==> config.mk <==
export PLATFORM = sky130hd
export DESIGN_NAME = heatmap_max_softmax_argmax_unit
export DESIGN_NICKNAME = d
export VERILOG_FILES = /design/src/rtl/hmsa_pkg.sv /design/src/rtl/hmsa_exp.sv /design/src/rtl/hmsa_div.sv /design/src/rtl/heatmap_max_softmax_argmax_unit.sv
export SDC_FILE = /design/constraint.sdc
export NUM_CORES = 1
export LEC_CHECK = 0
export ABC_CLOCK_PERIOD_IN_PS = 20700
export BUFFER_PORTS_ARGS = -buffer_cell sky130_fd_sc_hd__buf_2
export CORE_MARGIN = 10
export CORE_UTILIZATION = 60
export CTS_CLUSTER_SIZE = 40
export DETAILED_ROUTE_END_ITERATION = 10
export PLACE_DENSITY_LB_ADDON = 0.15
export SLEW_MARGIN = 25
export SYNTH_ARGS = -nofsm -noshare
export SYNTH_HDL_FRONTEND = slang
export SYNTH_SLANG_ARGS = --single-unit
==> constraint.sdc <==
create_clock -name clk -period 20.7 [get_ports clk]
set_input_delay 3.105 -clock clk [delete_from_list [all_inputs] [get_ports clk]]
set_output_delay 3.105 -clock clk [all_outputs]
set_load 0.02 [all_outputs]
==> src/rtl/hmsa_pkg.sv <==
package hmsa_pkg;

  // Field widths of the streaming interface
  localparam int SCORE_W     = 16;
  localparam int CLASS_W     = 2;
  localparam int PROB_W      = 16;
  localparam int PROB_OUTS   = 3;

  // Internal arithmetic widths
  localparam int DIFF_W      = SCORE_W - 1;      // non-negative maxima and gaps
  localparam int EXP_W       = 17;               // exp value, 0..65536
  localparam int PROD_W      = 2 * EXP_W;        // table product
  localparam int FRAC_BITS   = 4;                // fraction bits kept for exp
  localparam int FRAC_LSB    = 4;                // fraction bits dropped
  localparam int INT_LSB     = FRAC_LSB + FRAC_BITS;
  localparam int EXP_INT_LEN = 12;
  localparam int QUO_W       = EXP_W;            // quotient 0..65536
  localparam int NUM_W       = EXP_W + PROB_W;   // dividend e*2^16 + S/2

  localparam int CLASS_COUNT_DEF = 3;

  typedef struct packed {
    logic signed [SCORE_W-1:0] score;
    logic [CLASS_W-1:0]        class_index;
    logic                      frame_end;
  } hmsa_in_t;

  typedef struct packed {
    logic [CLASS_W-1:0] best_class;
    logic [PROB_W-1:0]  confidence;
    logic [PROB_W-1:0]  prob_class0;
    logic [PROB_W-1:0]  prob_class1;
    logic [PROB_W-1:0]  prob_class2;
  } hmsa_out_t;

  typedef enum logic [2:0] {
    ST_IDLE,
    ST_MAX,
    ST_EXP,
    ST_ACC,
    ST_DIV_LOAD,
    ST_DIV_RUN,
    ST_OUT
  } hmsa_state_t;

  // round(65536 * exp(-i)), i = 0..11
  function automatic logic [EXP_W-1:0] exp_int_lut(input logic [3:0] i);
    logic [EXP_W-1:0] v;
    case (i)
      4'd0:    v = 17'd65536;
      4'd1:    v = 17'd24109;
      4'd2:    v = 17'd8869;
      4'd3:    v = 17'd3263;
      4'd4:    v = 17'd1200;
      4'd5:    v = 17'd442;
      4'd6:    v = 17'd162;
      4'd7:    v = 17'd60;
      4'd8:    v = 17'd22;
      4'd9:    v = 17'd8;
      4'd10:   v = 17'd3;
      4'd11:   v = 17'd1;
      default: v = 17'd0;
    endcase
    return v;
  endfunction

  // round(65536 * exp(-k/16)), k = 0..15
  function automatic logic [EXP_W-1:0] exp_frac_lut(input logic [FRAC_BITS-1:0] k);
    logic [EXP_W-1:0] v;
    case (k)
      4'd0:    v = 17'd65536;
      4'd1:    v = 17'd61565;
      4'd2:    v = 17'd57835;
      4'd3:    v = 17'd54331;
      4'd4:    v = 17'd51039;
      4'd5:    v = 17'd47947;
      4'd6:    v = 17'd45042;
      4'd7:    v = 17'd42313;
      4'd8:    v = 17'd39750;
      4'd9:    v = 17'd37341;
      4'd10:   v = 17'd35079;
      4'd11:   v = 17'd32954;
      4'd12:   v = 17'd30957;
      4'd13:   v = 17'd29081;
      4'd14:   v = 17'd27319;
      default: v = 17'd25664;
    endcase
    return v;
  endfunction

endpackage

==> src/rtl/hmsa_exp.sv <==
module hmsa_exp
  import hmsa_pkg::*;
(
  input  logic              clk,
  input  logic [DIFF_W-1:0] gap,
  output logic [EXP_W-1:0]  exp_val
);

  logic [DIFF_W-INT_LSB-1:0] int_part;
  logic [FRAC_BITS-1:0]      frac_part;
  logic                      far_nxt;
  logic [PROD_W-1:0]         prod_nxt;
  logic                      far_r;
  logic [PROD_W-1:0]         prod_r;
  logic [PROD_W-1:0]         rounded;

  assign int_part  = gap[DIFF_W-1:INT_LSB];
  assign frac_part = gap[INT_LSB-1:FRAC_LSB];
  assign far_nxt   = int_part >= (DIFF_W-INT_LSB)'(EXP_INT_LEN);
  assign prod_nxt  = {{EXP_W{1'b0}}, exp_int_lut(int_part[3:0])} *
                     {{EXP_W{1'b0}}, exp_frac_lut(frac_part)};

  // register the product before rounding
  always_ff @(posedge clk) begin
    far_r  <= far_nxt;
    prod_r <= prod_nxt;
  end

  assign rounded = prod_r + PROD_W'(1 << (PROB_W - 1));
  assign exp_val = far_r ? '0 : rounded[PROB_W +: EXP_W];

endmodule

==> src/rtl/hmsa_div.sv <==
module hmsa_div
  import hmsa_pkg::*;
#(
  parameter int DEN_W = EXP_W + 2
) (
  input  logic             clk,
  input  logic             rst_n,
  input  logic             start,
  input  logic [NUM_W-1:0] num,
  input  logic [DEN_W-1:0] den,
  output logic             done,
  output logic [QUO_W-1:0] quotient
);

  localparam int STEP_W = $clog2(QUO_W);

  logic [DEN_W-1:0]  rem_r, rem_nxt;
  logic [DEN_W-1:0]  den_r, den_nxt;
  logic [QUO_W-1:0]  quo_r, quo_nxt;
  logic [STEP_W-1:0] step_r, step_nxt;
  logic              busy_r, busy_nxt;
  logic              done_r, done_nxt;
  logic [DEN_W:0]    shifted;
  logic [DEN_W:0]    trial;

  assign shifted = {rem_r, quo_r[QUO_W-1]};
  assign trial   = shifted - {1'b0, den_r};

  // restoring division, one quotient bit a cycle; dividend low bits shift
  // out of quo_r as quotient bits shift in
  always_comb begin
    rem_nxt  = rem_r;
    den_nxt  = den_r;
    quo_nxt  = quo_r;
    step_nxt = step_r;
    busy_nxt = busy_r;
    done_nxt = 1'b0;
    if (start) begin
      rem_nxt  = DEN_W'(num[NUM_W-1:QUO_W]);
      quo_nxt  = num[QUO_W-1:0];
      den_nxt  = den;
      step_nxt = '0;
      busy_nxt = 1'b1;
    end else if (busy_r) begin
      if (!trial[DEN_W]) begin
        rem_nxt = trial[DEN_W-1:0];
        quo_nxt = {quo_r[QUO_W-2:0], 1'b1};
      end else begin
        rem_nxt = shifted[DEN_W-1:0];
        quo_nxt = {quo_r[QUO_W-2:0], 1'b0};
      end
      step_nxt = step_r + 1'b1;
      if (step_r == STEP_W'(QUO_W - 1)) begin
        busy_nxt = 1'b0;
        done_nxt = 1'b1;
      end
    end
  end

  always_ff @(posedge clk) begin
    if (!rst_n) begin
      busy_r <= 1'b0;
      done_r <= 1'b0;
      step_r <= '0;
    end else begin
      busy_r <= busy_nxt;
      done_r <= done_nxt;
      step_r <= step_nxt;
    end
  end

  always_ff @(posedge clk) begin
    rem_r <= rem_nxt;
    den_r <= den_nxt;
    quo_r <= quo_nxt;
  end

  assign done     = done_r;
  assign quotient = quo_r;

endmodule

==> src/rtl/heatmap_max_softmax_argmax_unit.sv <==
// Per-class global max pooling with softmax and argmax over a streamed heatmap.
// Scores beat in one per cycle while the sequencer is idle, each tagged with
// its class; a running maximum per class starts at zero, so a class with only
// negative scores keeps zero, and a class index at or above CLASS_COUNT is
// ignored. A beat that carries frame_end folds its own score in first and then
// starts the softmax sequencer, which holds in_stall high until the result has
// been loaded into the output register: one compare pass over the maxima, one
// table exp per class through a registered multiplier, and one restoring divide
// per class on a shared 17-step divider. Probabilities are Q0.16 rounded to
// nearest and saturated at 65535; the argmax breaks ties toward the lower
// class. The result waits in the output register under out_stall, and score
// beats that do not end a frame keep flowing meanwhile. The maxima clear once
// their exp values are taken.
module heatmap_max_softmax_argmax_unit
  import hmsa_pkg::*;
#(
  parameter int CLASS_COUNT = CLASS_COUNT_DEF
) (
  input  logic      clk,
  input  logic      rst_n,
  input  logic      in_valid,
  output logic      in_stall,
  input  hmsa_in_t  in_data,
  output logic      out_valid,
  input  logic      out_stall,
  output hmsa_out_t out_data
);

  localparam int CNT_W = $clog2(CLASS_COUNT);
  localparam int SUM_W = EXP_W + $clog2(CLASS_COUNT);

  hmsa_state_t state_r, state_nxt;

  logic [CNT_W-1:0]  cnt_r, cnt_nxt;
  logic [DIFF_W-1:0] max_r [CLASS_COUNT];
  logic [DIFF_W-1:0] max_nxt [CLASS_COUNT];
  logic [DIFF_W-1:0] peak_r, peak_nxt;
  logic [EXP_W-1:0]  e_r [CLASS_COUNT];
  logic [PROB_W-1:0] p_r [CLASS_COUNT];
  logic [SUM_W-1:0]  sum_r, sum_nxt;
  logic [CNT_W-1:0]  best_r, best_nxt;
  logic [PROB_W-1:0] best_p_r, best_p_nxt;
  logic              out_valid_r, out_valid_nxt;
  hmsa_out_t         out_data_r, out_data_nxt;

  logic              in_fire;
  logic              last_cls;
  logic              out_free;
  logic [DIFF_W-1:0] gap;
  logic [EXP_W-1:0]  exp_val;
  logic              div_start;
  logic              div_done;
  logic [NUM_W-1:0]  div_num;
  logic [QUO_W-1:0]  quotient;
  logic [PROB_W-1:0] prob_sat;
  logic              score_pos;
  logic [DIFF_W-1:0] score_mag;
  logic [PROB_W-1:0] pc0, pc1, pc2;

  assign in_fire   = in_valid && !in_stall;
  assign last_cls  = cnt_r == CNT_W'(CLASS_COUNT - 1);
  assign out_free  = !out_valid_r || !out_stall;
  assign score_pos = !in_data.score[SCORE_W-1];
  assign score_mag = in_data.score[DIFF_W-1:0];
  assign gap       = peak_r - max_r[cnt_r];
  assign div_num   = {e_r[cnt_r], {PROB_W{1'b0}}} + NUM_W'(sum_r >> 1);
  assign prob_sat  = quotient[QUO_W-1] ? {PROB_W{1'b1}} : quotient[PROB_W-1:0];

  hmsa_exp u_exp (
    .clk     (clk),
    .gap     (gap),
    .exp_val (exp_val)
  );

  hmsa_div #(
    .DEN_W (SUM_W)
  ) u_div (
    .clk      (clk),
    .rst_n    (rst_n),
    .start    (div_start),
    .num      (div_num),
    .den      (sum_r),
    .done     (div_done),
    .quotient (quotient)
  );

  // next state
  always_comb begin
    state_nxt = state_r;
    case (state_r)
      ST_IDLE: begin
        if (in_fire && in_data.frame_end) state_nxt = ST_MAX;
      end
      ST_MAX: begin
        if (last_cls) state_nxt = ST_EXP;
      end
      ST_EXP:      state_nxt = ST_ACC;
      ST_ACC: begin
        state_nxt = last_cls ? ST_DIV_LOAD : ST_EXP;
      end
      ST_DIV_LOAD: state_nxt = ST_DIV_RUN;
      ST_DIV_RUN: begin
        if (div_done) state_nxt = last_cls ? ST_OUT : ST_DIV_LOAD;
      end
      ST_OUT: begin
        if (out_free) state_nxt = ST_IDLE;
      end
      default:     state_nxt = ST_IDLE;
    endcase
  end

  // handshake and unit controls
  always_comb begin
    in_stall  = 1'b1;
    div_start = 1'b0;
    case (state_r)
      ST_IDLE:     in_stall  = 1'b0;
      ST_DIV_LOAD: div_start = 1'b1;
      default: begin
        in_stall  = 1'b1;
        div_start = 1'b0;
      end
    endcase
  end

  // output fields; classes that do not exist read zero
  always_comb begin
    pc0 = '0;
    pc1 = '0;
    pc2 = '0;
    for (int c = 0; c < CLASS_COUNT; c++) begin
      if (c == 0) pc0 = p_r[c];
      else if (c == 1) pc1 = p_r[c];
      else if (c == 2) pc2 = p_r[c];
    end
  end

  // datapath registers
  always_comb begin
    cnt_nxt       = cnt_r;
    peak_nxt      = peak_r;
    sum_nxt       = sum_r;
    best_nxt      = best_r;
    best_p_nxt    = best_p_r;
    out_data_nxt  = out_data_r;
    out_valid_nxt = out_valid_r && out_stall;
    for (int c = 0; c < CLASS_COUNT; c++) max_nxt[c] = max_r[c];

    case (state_r)
      ST_IDLE: begin
        if (in_fire) begin
          for (int c = 0; c < CLASS_COUNT; c++) begin
            if (32'(in_data.class_index) == c && score_pos && score_mag > max_r[c]) begin
              max_nxt[c] = score_mag;
            end
          end
          cnt_nxt    = '0;
          peak_nxt   = '0;
          sum_nxt    = '0;
          best_nxt   = '0;
          best_p_nxt = '0;
        end
      end
      ST_MAX: begin
        if (max_r[cnt_r] > peak_r) peak_nxt = max_r[cnt_r];
        cnt_nxt = last_cls ? '0 : cnt_r + 1'b1;
      end
      ST_ACC: begin
        sum_nxt = sum_r + SUM_W'(exp_val);
        cnt_nxt = last_cls ? '0 : cnt_r + 1'b1;
        // maxima are no longer needed once the last exp is taken
        if (last_cls) begin
          for (int c = 0; c < CLASS_COUNT; c++) max_nxt[c] = '0;
        end
      end
      ST_DIV_RUN: begin
        if (div_done) begin
          if (prob_sat > best_p_r) begin
            best_nxt   = cnt_r;
            best_p_nxt = prob_sat;
          end
          cnt_nxt = last_cls ? '0 : cnt_r + 1'b1;
        end
      end
      ST_OUT: begin
        if (out_free) begin
          out_valid_nxt            = 1'b1;
          out_data_nxt.best_class  = CLASS_W'(best_r);
          out_data_nxt.confidence  = best_p_r;
          out_data_nxt.prob_class0 = pc0;
          out_data_nxt.prob_class1 = pc1;
          out_data_nxt.prob_class2 = pc2;
        end
      end
      default: begin
        cnt_nxt = cnt_r;
      end
    endcase
  end

  always_ff @(posedge clk) begin
    if (!rst_n) begin
      state_r     <= ST_IDLE;
      out_valid_r <= 1'b0;
      cnt_r       <= '0;
      for (int c = 0; c < CLASS_COUNT; c++) max_r[c] <= '0;
    end else begin
      state_r     <= state_nxt;
      out_valid_r <= out_valid_nxt;
      cnt_r       <= cnt_nxt;
      for (int c = 0; c < CLASS_COUNT; c++) max_r[c] <= max_nxt[c];
    end
  end

  always_ff @(posedge clk) begin
    peak_r     <= peak_nxt;
    sum_r      <= sum_nxt;
    best_r     <= best_nxt;
    best_p_r   <= best_p_nxt;
    out_data_r <= out_data_nxt;
    // hold per-class exp values and probabilities at the sequencer's slot
    if (state_r == ST_ACC) e_r[cnt_r] <= exp_val;
    if (state_r == ST_DIV_RUN && div_done) p_r[cnt_r] <= prob_sat;
  end

  assign out_valid = out_valid_r;
  assign out_data  = out_data_r;

endmodule

==> impl_metrics.toml, run 1 <==
[global_routing]
grt_pass1_wl_mm = 99.2
track_usage = 0.236
grt-ovfl-total = 0
grt_antenna_before_repair = 0
grt_max_degree = 67
first_global_vias = 18500

[synthesis]
synth.avg_cell_area_um2 = 10.2
ys_types = 69
async_flop_share = 0
synth_seq_cells = 351
synth_edf_count = 269
ys.flop_type = "edfxtp_1"
synthCells = 2540
syn-cell-area_mm2 = 0.0259
syn_nets = 3009
yosys_warnings = 0
seq_area_frac_synth = 0.375

[placement]
gp_congestion = 0.999
hpwlAfterDp_mm = 48.0
port_buffers = 90
placed_area_mm2 = 0.0270

[route]
drc_errors = 0
wirelength_met1_mm = 25.9
routed_via_density = 5.63
met2_wirelength_mm = 30.4
ant_nets = 0
dr.pass1.iters = 7
vias = 18200
wl_mm = 61.7
drt-initial-drc-count = 1402
wl_per_cell_um = 19.1
dr_wl_met3_mm = 3.56
top_layer = "met4"

[worst_setup_path]
cp_slowest_cell = "xnor2_1"
worstSetupPathType = "reg -> reg"
crit_path_frequent_cell = "fa_1"
cp-end-kind = "register"
critPathLaunchType = "register"
cpPeakStageDelay_ps = 800
crit_arrival_ps = 10720
cp_data_required_time_ps = 21110
crit_fanout = 16
r2r_slack_ps = 10390

[timing]
fmax_ghz = 0.0970
worst_pin_slew_ps = 1130
slew_headroom = 0.244
fin_tns_setup_ps = 0
grt_setup_unrepaired = "no"
final-setup-viol-count = 0
period_needed_ps = 10310
finalHoldViolCount = 0
period_share = 0.498
drv_slew = 0
holdWs_ps = 417
skew_ps = 22.3

[layout]
finalNetCount = 3088
syn_to_final_growth_pct = 8.86
final_area_mm2 = 0.0282
drive_gt1_frac = 0.0858
fillers = 3404
num_antenna_cells = 0

[die]
fp-row-count = 76
core_region_area_mm2 = 0.0429
dieArea_mm2 = 0.0519
die_w_um = 228
start_util = 0.604
pin_count = 91
die_h_um = 228

[worst_hold_path]
hold_path_class = "reg -> reg"

[cts]
cts_resized = 0
cts_tree = "built"
cts_setup_buffers = 0
worstSkewPairLatency_ps = 530
ctsRootBufferMaster = "clkbuf_16"
cts.sinks = 351
cts_buffer_depth = 3
clk_pin_slew_ps = 60
htree_num_levels = 2
cts_hold_buf = 0
cts_buffers = 34

[job]
maxCapViolations = 0

[run_status]
outcome = "completed"
-- critical path: cells and delay by family, from the launching register on --
| kind | cells | cell delay [ps] |
|---|---|---|
| adder cells (fa/ha/maj) | 8 | 3730 |
| AO/OA/AOI/OAI | 13 | 3340 |
| XOR/XNOR | 2 | 920 |
| AND/OR/NAND/NOR | 4 | 860 |
| flip-flops | 1 | 680 |
| multiplexers | 2 | 580 |
| buffers and inverters | 1 | 50 |
-- layer usage --
layer  vias up  GRT usage
li1       8643          -
met1      8842      0.303
met2       568      0.409
met3       118     0.0302
met4         0     0.0732
met5         -          0
-- cell usage after synthesis, types with 3 or more instances --
| master | instances | area, um^2 |
|---|---|---|
| nor3_1 | 30 | 150 |
| nand4_1 | 15 | 93.8 |
| inv_1 | 344 | 1290 |
| and4_1 | 4 | 35.0 |
| nand3_1 | 34 | 170 |
| dfxtp_1 | 82 | 1640 |
| and3_1 | 27 | 169 |
| o22ai_1 | 4 | 25.0 |
| o211ai_1 | 8 | 60.1 |
| o21ai_2 | 3 | 26.3 |
| o41ai_1 | 6 | 52.6 |
| clkbuf_1 | 53 | 199 |
| o21bai_1 | 5 | 37.5 |
| a21oi_1 | 101 | 505 |
| or2_2 | 17 | 106 |
| edfxtp_1 | 269 | 8080 |
| a21boi_0 | 8 | 60.1 |
| xor2_1 | 31 | 272 |
| nand2b_1 | 32 | 200 |
| and2_1 | 24 | 150 |
| o22a_1 | 3 | 26.3 |
| o21ai_0 | 68 | 340 |
| o21ai_1 | 11 | 55.1 |
| o31a_1 | 3 | 26.3 |
| or2_1 | 6 | 37.5 |
| a221o_1 | 3 | 30.0 |
| nand3b_1 | 5 | 37.5 |
| nor2_1 | 302 | 1130 |
| nor3_2 | 3 | 30.0 |
| buf_2 | 19 | 95.1 |
| nor4_1 | 4 | 25.0 |
| nor2b_1 | 71 | 444 |
| mux2i_1 | 97 | 971 |
| ha_1 | 255 | 3190 |
| o221ai_1 | 3 | 26.3 |
| nand2_1 | 225 | 845 |
| a31oi_1 | 5 | 31.3 |
| a211oi_1 | 11 | 82.6 |
| buf_1 | 4 | 15.0 |
| o31ai_1 | 3 | 22.5 |
| xnor2_1 | 53 | 464 |
| or3_1 | 8 | 50.1 |
| o21a_1 | 37 | 278 |
| fa_1 | 191 | 3820 |
| a21o_1 | 21 | 158 |
-- registers in the layout, indices dropped and copies added, names as in the netlist, named ones only --
signal          cells
u_div.den_r        19
cnt_r               2
state_r             3
u_div.rem_r        19
u_div.step_r        5
p_r                48
out_valid           1
max_r              45
u_div.done          1
best_p_r           16
peak_r             15
u_exp.prod_r       18
u_div.busy_r        1
best_r              2
e_r                51
sum_r              19
u_div.quotient     17
out_data           66
u_exp.far_r         1
-- area by class of cell --
class / instances / area, um^2 / area share
tap: 585 / 732 / 0.0260
clock inverter: 20 / 211 / 0.00750
timing repair buffer: 121 / 683 / 0.0242
multi-input combinational: 1767 / 14600 / 0.519
sequential: 351 / 9720 / 0.345
clock buffer: 42 / 911 / 0.0323
inverter: 344 / 1290 / 0.0458
-- cells in the final DEF (no fill, tap or decap), types with 11 or more instances in the layout --
master / Yosys / layout
inv_1: 344 / 344
nor2_1: 302 / 302
edfxtp_1: 269 / 269
ha_1: 255 / 255
nand2_1: 225 / 225
fa_1: 191 / 191
a21oi_1: 101 / 100
mux2i_1: 97 / 97
buf_2: 19 / 90
dfxtp_1: 82 / 80
nor2b_1: 71 / 71
o21ai_0: 68 / 68
xnor2_1: 53 / 51
o21a_1: 37 / 37
nand3_1: 34 / 34
clkbuf_16: 0 / 34
nand2b_1: 32 / 32
xor2_1: 31 / 31
buf_4: 2 / 31
nor3_1: 30 / 27
and3_1: 27 / 27
and2_1: 24 / 24
a21o_1: 21 / 21
or2_2: 17 / 17
nand4_1: 15 / 15
a211oi_1: 11 / 11
-- stage by stage --
| stage | instances | util | setup WS [ps] |
|---|---|---|---|
| floorplan | 2540 | - | 11150 |
| finish | 3230 | 0.657 | 10390 |
| detailed placement | 3168 | 0.630 | 10410 |
| CTS | 3230 | 0.657 | 10360 |
| global route | 3230 | 0.657 | 9540 |
| global placement | 3168 | 0.630 | 10640 |
-- final timing paths --
path / depth (start not counted) / start / to
worst min-delay path: 0 / p_r[0][1]$_DFFE_PP_ / out_data[33]$_DFFE_PP_
worst min register to register: 0 / p_r[0][1]$_DFFE_PP_ / out_data[33]$_DFFE_PP_
worst max-delay path: 30 / register / u_exp.prod_r[25]$_DFF_P_
worst max register to register: 30 / register / u_exp.prod_r[25]$_DFF_P_
-- cell families (layout without fill, tap and decap cells) --
group | after synthesis | after routing | share of synthesized area
fa+ha+maj | 446 | 446 | 0.271
buf+inv | 422 | 527 | 0.0624
compound gates | 322 | 322 | 0.0787
xor+xnor | 86 | 86 | 0.0297
flops | 351 | 351 | 0.375
mux | 99 | 99 | 0.0384
simple gates | 814 | 814 | 0.144
Power of run 1 is left out: the tool's default activity adds up to more than one toggle a clock period on the data nets, which glitch-free logic cannot reach.
==> run 2, diff against run 1 <==
ABC_AREA = 1   (was default)
ABC_CLOCK_PERIOD_IN_PS = 8500   (was 20700)
CORE_UTILIZATION = 58   (was 60)
clock period = 8.5 ns   (was 20.7 ns; I/O delays follow)
==> run 2 against run 1 <==
  * Critical path depth increased by 3
  * Flip-flop and latch count unchanged
  * First-iteration DRC count increased by 15%
  * Critical endpoint is now u_exp.prod_r[31]$_DFF_P_
  * Largest cell class unchanged
==> impl_metrics.toml, run 2 <==
[synthesis]
syn_nets = 3368
ys_types = 60
ys_top_cells_by_count = "481 x inv_1, 471 x nand2_1, 300 x nor2_1"
async_flop_share = 0
yosysTopAreaCell = "edfxtp_1"
syn-cell-area_mm2 = 0.0265
seq_area_frac_synth = 0.367
synth_top_cells_by_area = "edfxtp_1 30%, fa_1 14%, ha_1 12%"
yosys_warnings = 0
synth_top_area_frac = 0.305
synth_seq_cells = 351
synth_most_common_cell = "inv_1"
synth.avg_cell_area_um2 = 9.14
synthCells = 2899
ys.flop_type = "edfxtp_1"
synth_edf_count = 269

[worst_setup_path]
crit_fanout = 13
cpPeakStageDelay_ps = 560
cp-end-kind = "register"
crit_buf_inv = 6
crit_path_frequent_cell = "fa_1"
cp_data_required_time_ps = 8910
worst_r2r_path_depth = 33
critical-path-top-delay-family = "adder cells"
crit_arrival_ps = 8580
worstSetupPathType = "reg -> reg"
critPathLaunchType = "register"
cp_slowest_cell = "fa_1"
r2r_slack_ps = 340
worstReg2RegEnd = "u_exp.prod_r[31]$_DFF_P_"

[die]
die_w_um = 234
dieArea_mm2 = 0.0546
start_util = 0.585
die_h_um = 234
pin_count = 91
fp-row-count = 78
core_region_area_mm2 = 0.0453

[timing]
final-setup-viol-count = 0
fmax_ghz = 0.122
period_needed_ps = 8160
worst_pin_slew_ps = 955
drv_slew = 0
holdWs_ps = 417
finalHoldViolCount = 0
period_share = 0.961
skew_ps = 23.6
slew_headroom = 0.361

[route]
wirelength_met1_mm = 28.0
wl_mm = 70.1
ant_nets = 0
wl_per_cell_um = 19.2
drt-initial-drc-count = 1612
drc_errors = 0
top_layer = "met4"
vias = 20300
dr.pass1.iters = 6
met2_wirelength_mm = 35.3
dr_wl_met3_mm = 3.53
routed_via_density = 5.58

[cts]
htree_num_levels = 2
cts_tree = "built"
worstSkewPairLatency_ps = 540
cts_buffers = 35
cts.sinks = 351
cts_hold_buf = 0
ctsRootBufferMaster = "clkbuf_16"
clk_pin_slew_ps = 60
cts_buffer_depth = 3

[placement]
port_buffers = 90
gp_congestion = 0.966
hpwlAfterDp_mm = 55.1

[global_routing]
first_global_vias = 20800
grt_pass1_wl_mm = 111
track_usage = 0.259
grt_max_degree = 64
grt_antenna_before_repair = 0
grt-ovfl-total = 0

[layout]
finalNetCount = 3488
num_antenna_cells = 0
final_common_cell = "inv_1"
final_cell_mix = "477 x inv_1, 468 x nand2_1, 292 x nor2_1, 269 x edfxtp_1, 254 x ha_1"
syn_to_final_growth_pct = 9.90
drive_gt1_frac = 0.112
largest_register_ffs = 66

[worst_hold_path]
min_to = "out_data[2]$_DFFE_PP_"
hold_path_class = "reg -> reg"
hp-start = "p_r[2][2]$_DFFE_PP_"
worstHoldPathCells = 0

[job]
maxCapViolations = 0

[run_status]
outcome = "completed"
==> run 2: cell types whose count changed after synthesis, moves of 32 or more <==
| cell | before | now |
|---|---|---|
| o21ai_0 | 68 | 140 |
| inv_1 | 344 | 481 |
| nand2_1 | 225 | 471 |
| inv_2 | 0 | 36 |
| xnor2_1 | 53 | 19 |
| nand2b_1 | 32 | 0 |
| nand3_1 | 34 | 81 |
| mux2i_1 | 97 | 0 |
| nor2b_1 | 71 | 0 |
| a21oi_1 | 101 | 231 |
==> run 2: what timing repair did <==
| action | CTS | global route |
|---|---|---|
| pin swaps | 1 | 6 |
| resized for setup | 3 | 40 |
| setup buffers | 1 | 12 |
| endpoints found under the setup margin | 4 | 15 |
==> run 2: area by class of cell <==
cell class | count | area (um^2)
fill | 3810 | 16200
multi-input combinational | 1964 | 14600
sequential | 351 | 9720
inverter | 522 | 2000
clock buffer | 51 | 998
timing repair buffer | 145 | 880
tap | 600 | 751
clock inverter | 13 | 136
==> run 2: worst max path at each step <==
stage | startpoint | endpoint | slack, ps | cells after the start
2_1_floorplan | register | u_exp.prod_r[29]$_DFF_P_ | 360 | 35
3_3_place_gp | register | u_exp.prod_r[31]$_DFF_P_ | 40 | 34
3_5_place_dp | register | u_exp.prod_r[31]$_DFF_P_ | -120 | 34
4_1_cts | register | u_exp.prod_r[31]$_DFF_P_ | 50 | 33
5_1_grt | register | u_exp.prod_r[32]$_DFF_P_ | -20 | 38
6_report | register | u_exp.prod_r[31]$_DFF_P_ | 340 | 33
==> run 2: kinds of logic after synthesis <==
| group | Yosys count | synth area share |
|---|---|---|
| AO/OA/AOI/OAI | 477 | 0.100 |
| AND/OR/NAND/NOR | 996 | 0.166 |
| adder cells (fa/ha/maj) | 446 | 0.265 |
| XOR/XNOR | 45 | 0.0156 |
| buffers and inverters | 584 | 0.0860 |
| flip-flops | 351 | 0.367 |
==> run 2: layer usage <==
metal | track usage | vias up
met4 | 0.118 | 0
met2 | 0.461 | 636
met5 | 0 | -
met1 | 0.313 | 9821
met3 | 0.0267 | 174
li1 | - | 9710
==> run 2: per-stage QoR <==
step / utilization / setup TNS (ps) / cells / setup WS [ps] / area (um^2)
2_1_floorplan: - / 0 / 2899 / 363 / 26500
3_3_place_gp: 0.612 / 0 / 3569 / 39.7 / 27700
3_5_place_dp: 0.612 / -118 / 3569 / -118 / 27700
4_1_cts: 0.638 / 0 / 3634 / 53.5 / 28900
5_1_grt: 0.643 / -30.1 / 3646 / -15.7 / 29100
6_report: 0.643 / 0 / 3646 / 335 / 29100
Power of run 2 is left out for the same reason.
==> run 3, diff against run 2 <==
REMOVE_ABC_BUFFERS = 1   (was default)
==> run 3 against run 2 <==
  * Sequential share of layout area shrank 0.053 points
  * Register-to-register slack is essentially flat
  * Die area is the same
  * Worst setup slack gained 13 ps
  * Critical path type unchanged
  * Largest cell class unchanged
==> impl_metrics.toml, run 3 (same netlist as run 2, synthesis figures left out) <==
[layout]
num_antenna_cells = 0
final_common_cell = "inv_1"
fillers = 3827
final_cell_mix = "480 x inv_1, 471 x nand2_1, 296 x nor2_1, 269 x edfxtp_1, 253 x ha_1"
final_area_mm2 = 0.0292
drive_gt1_frac = 0.112
stdcell_count = 3649
regArea_mm2 = 0.00972
syn_to_final_growth_pct = 10.1
multi_input_area_mm2 = 0.0146
finalNetCount = 3488
largest_register_ffs = 66

[die]
start_util = 0.585
pin_count = 91
fp-row-count = 78
die_h_um = 234
die_w_um = 234
core_region_area_mm2 = 0.0453
dieArea_mm2 = 0.0546

[route]
drc_errors = 0
routed_via_density = 5.58
wl_mm = 69.7
ant_nets = 0
vias = 20300
drt-initial-drc-count = 1630
wl_per_cell_um = 19.1
dr.pass1.iters = 6

[placement]
hpwlAfterDp_mm = 55.4
dp_cells = 3566
port_buffers = 90
gp_congestion = 0.991
placed_area_mm2 = 0.0277

[timing]
worst_pin_slew_ps = 1090
period_needed_ps = 8150
grt_setup_unrepaired = "yes"
slew_headroom = 0.270
drv_slew = 0
holdWs_ps = 417
period_share = 0.959
fmax_ghz = 0.123
final-setup-viol-count = 0
skew_ps = 31.7
finalHoldViolCount = 0

[worst_setup_path]
crit_arrival_ps = 8580
crit_fanout = 14
critPathLaunchType = "register"
cpPeakStageDelay_ps = 580
worstSetupPathType = "reg -> reg"
crit_path_frequent_cell = "fa_1"
cp_data_required_time_ps = 8930
cp_slowest_cell = "fa_1"
cp-end-kind = "register"

[cts]
ctsRootBufferMaster = "clkbuf_16"
cts_tree = "built"
cts_buffers = 38
clk_pin_slew_ps = 60
cts_hold_buf = 0
htree_num_levels = 2
cts.sinks = 351
worstSkewPairLatency_ps = 570
cts_buffer_depth = 3

[global_routing]
grt_antenna_before_repair = 0
track_usage = 0.258
grt_max_degree = 67
first_global_vias = 20500
grt_pass1_wl_mm = 111
grt-ovfl-total = 0

[job]
maxCapViolations = 0

[worst_hold_path]
hold_path_class = "reg -> reg"
hp-start = "p_r[0][3]$_DFFE_PP_"

[run_status]
outcome = "completed"
run 3: cell count changes in the layout (fill, tap and decap cells not counted), moves of 3 or more:
cell | before | now
inv_1 | 477 | 480
clkinv_4 | 2 | 5
nor2_1 | 292 | 296
clkinv_1 | 4 | 7
nand2_1 | 468 | 471
nor2_2 | 10 | 7
clkbuf_1 | 12 | 7
clkinvlp_4 | 5 | 1
buf_4 | 53 | 50
nand2_4 | 12 | 9
run 3: through the flow:
stage	util	setup slack, ps	setup TNS, ps
after floorplan	-	176	0
after global placement	0.612	174	0
after detailed placement	0.612	99.9	0
after CTS	0.639	58.3	0
final	0.644	348	0
after global routing	0.644	-30.9	-76.3
run 3: worst paths after layout:
path / slack (ps) / depth (start not counted) / endpoint
max: 350 / 33 / u_exp.prod_r[29]$_DFF_P_
min: 420 / 0 / out_data[35]$_DFFE_PP_
max reg2reg: 350 / 33 / u_exp.prod_r[29]$_DFF_P_
min reg2reg: 420 / 0 / out_data[35]$_DFFE_PP_
run 3: repair_timing:
item / 4_1_cts / 5_1_grt
endpoints found under the setup margin: 0 / 12
gates resized for setup: 0 / 28
setup buffers: 0 / 13
run 3: layout make-up:
type,instances,area share
clock buffers,47,0.0348
inverters,522,0.0678
repair buffers,142,0.0294
flip-flops and latches,351,0.333
clock inverters,23,0.00772
multi-input cells,1964,0.501
well taps,600,0.0257
run 3: worst max-delay path: cells and delay by family (launching register included):
family	cells	cell delay, ps
fa+ha+maj	9	4110
simple gates	10	1620
flops	1	400
compound gates	8	1170
xor+xnor	1	160
buf+inv	5	550
run 3: metal layers:
layer / track usage / routed length (um) / part of all wire
met1: 0.336 / 29500 / 0.42
met5: 0 / 0 / 0
met3: 0.0314 / 4250 / 0.061
met4: 0.0685 / 1640 / 0.023
met2: 0.448 / 34300 / 0.49
Power of run 3 is left out for the same reason.
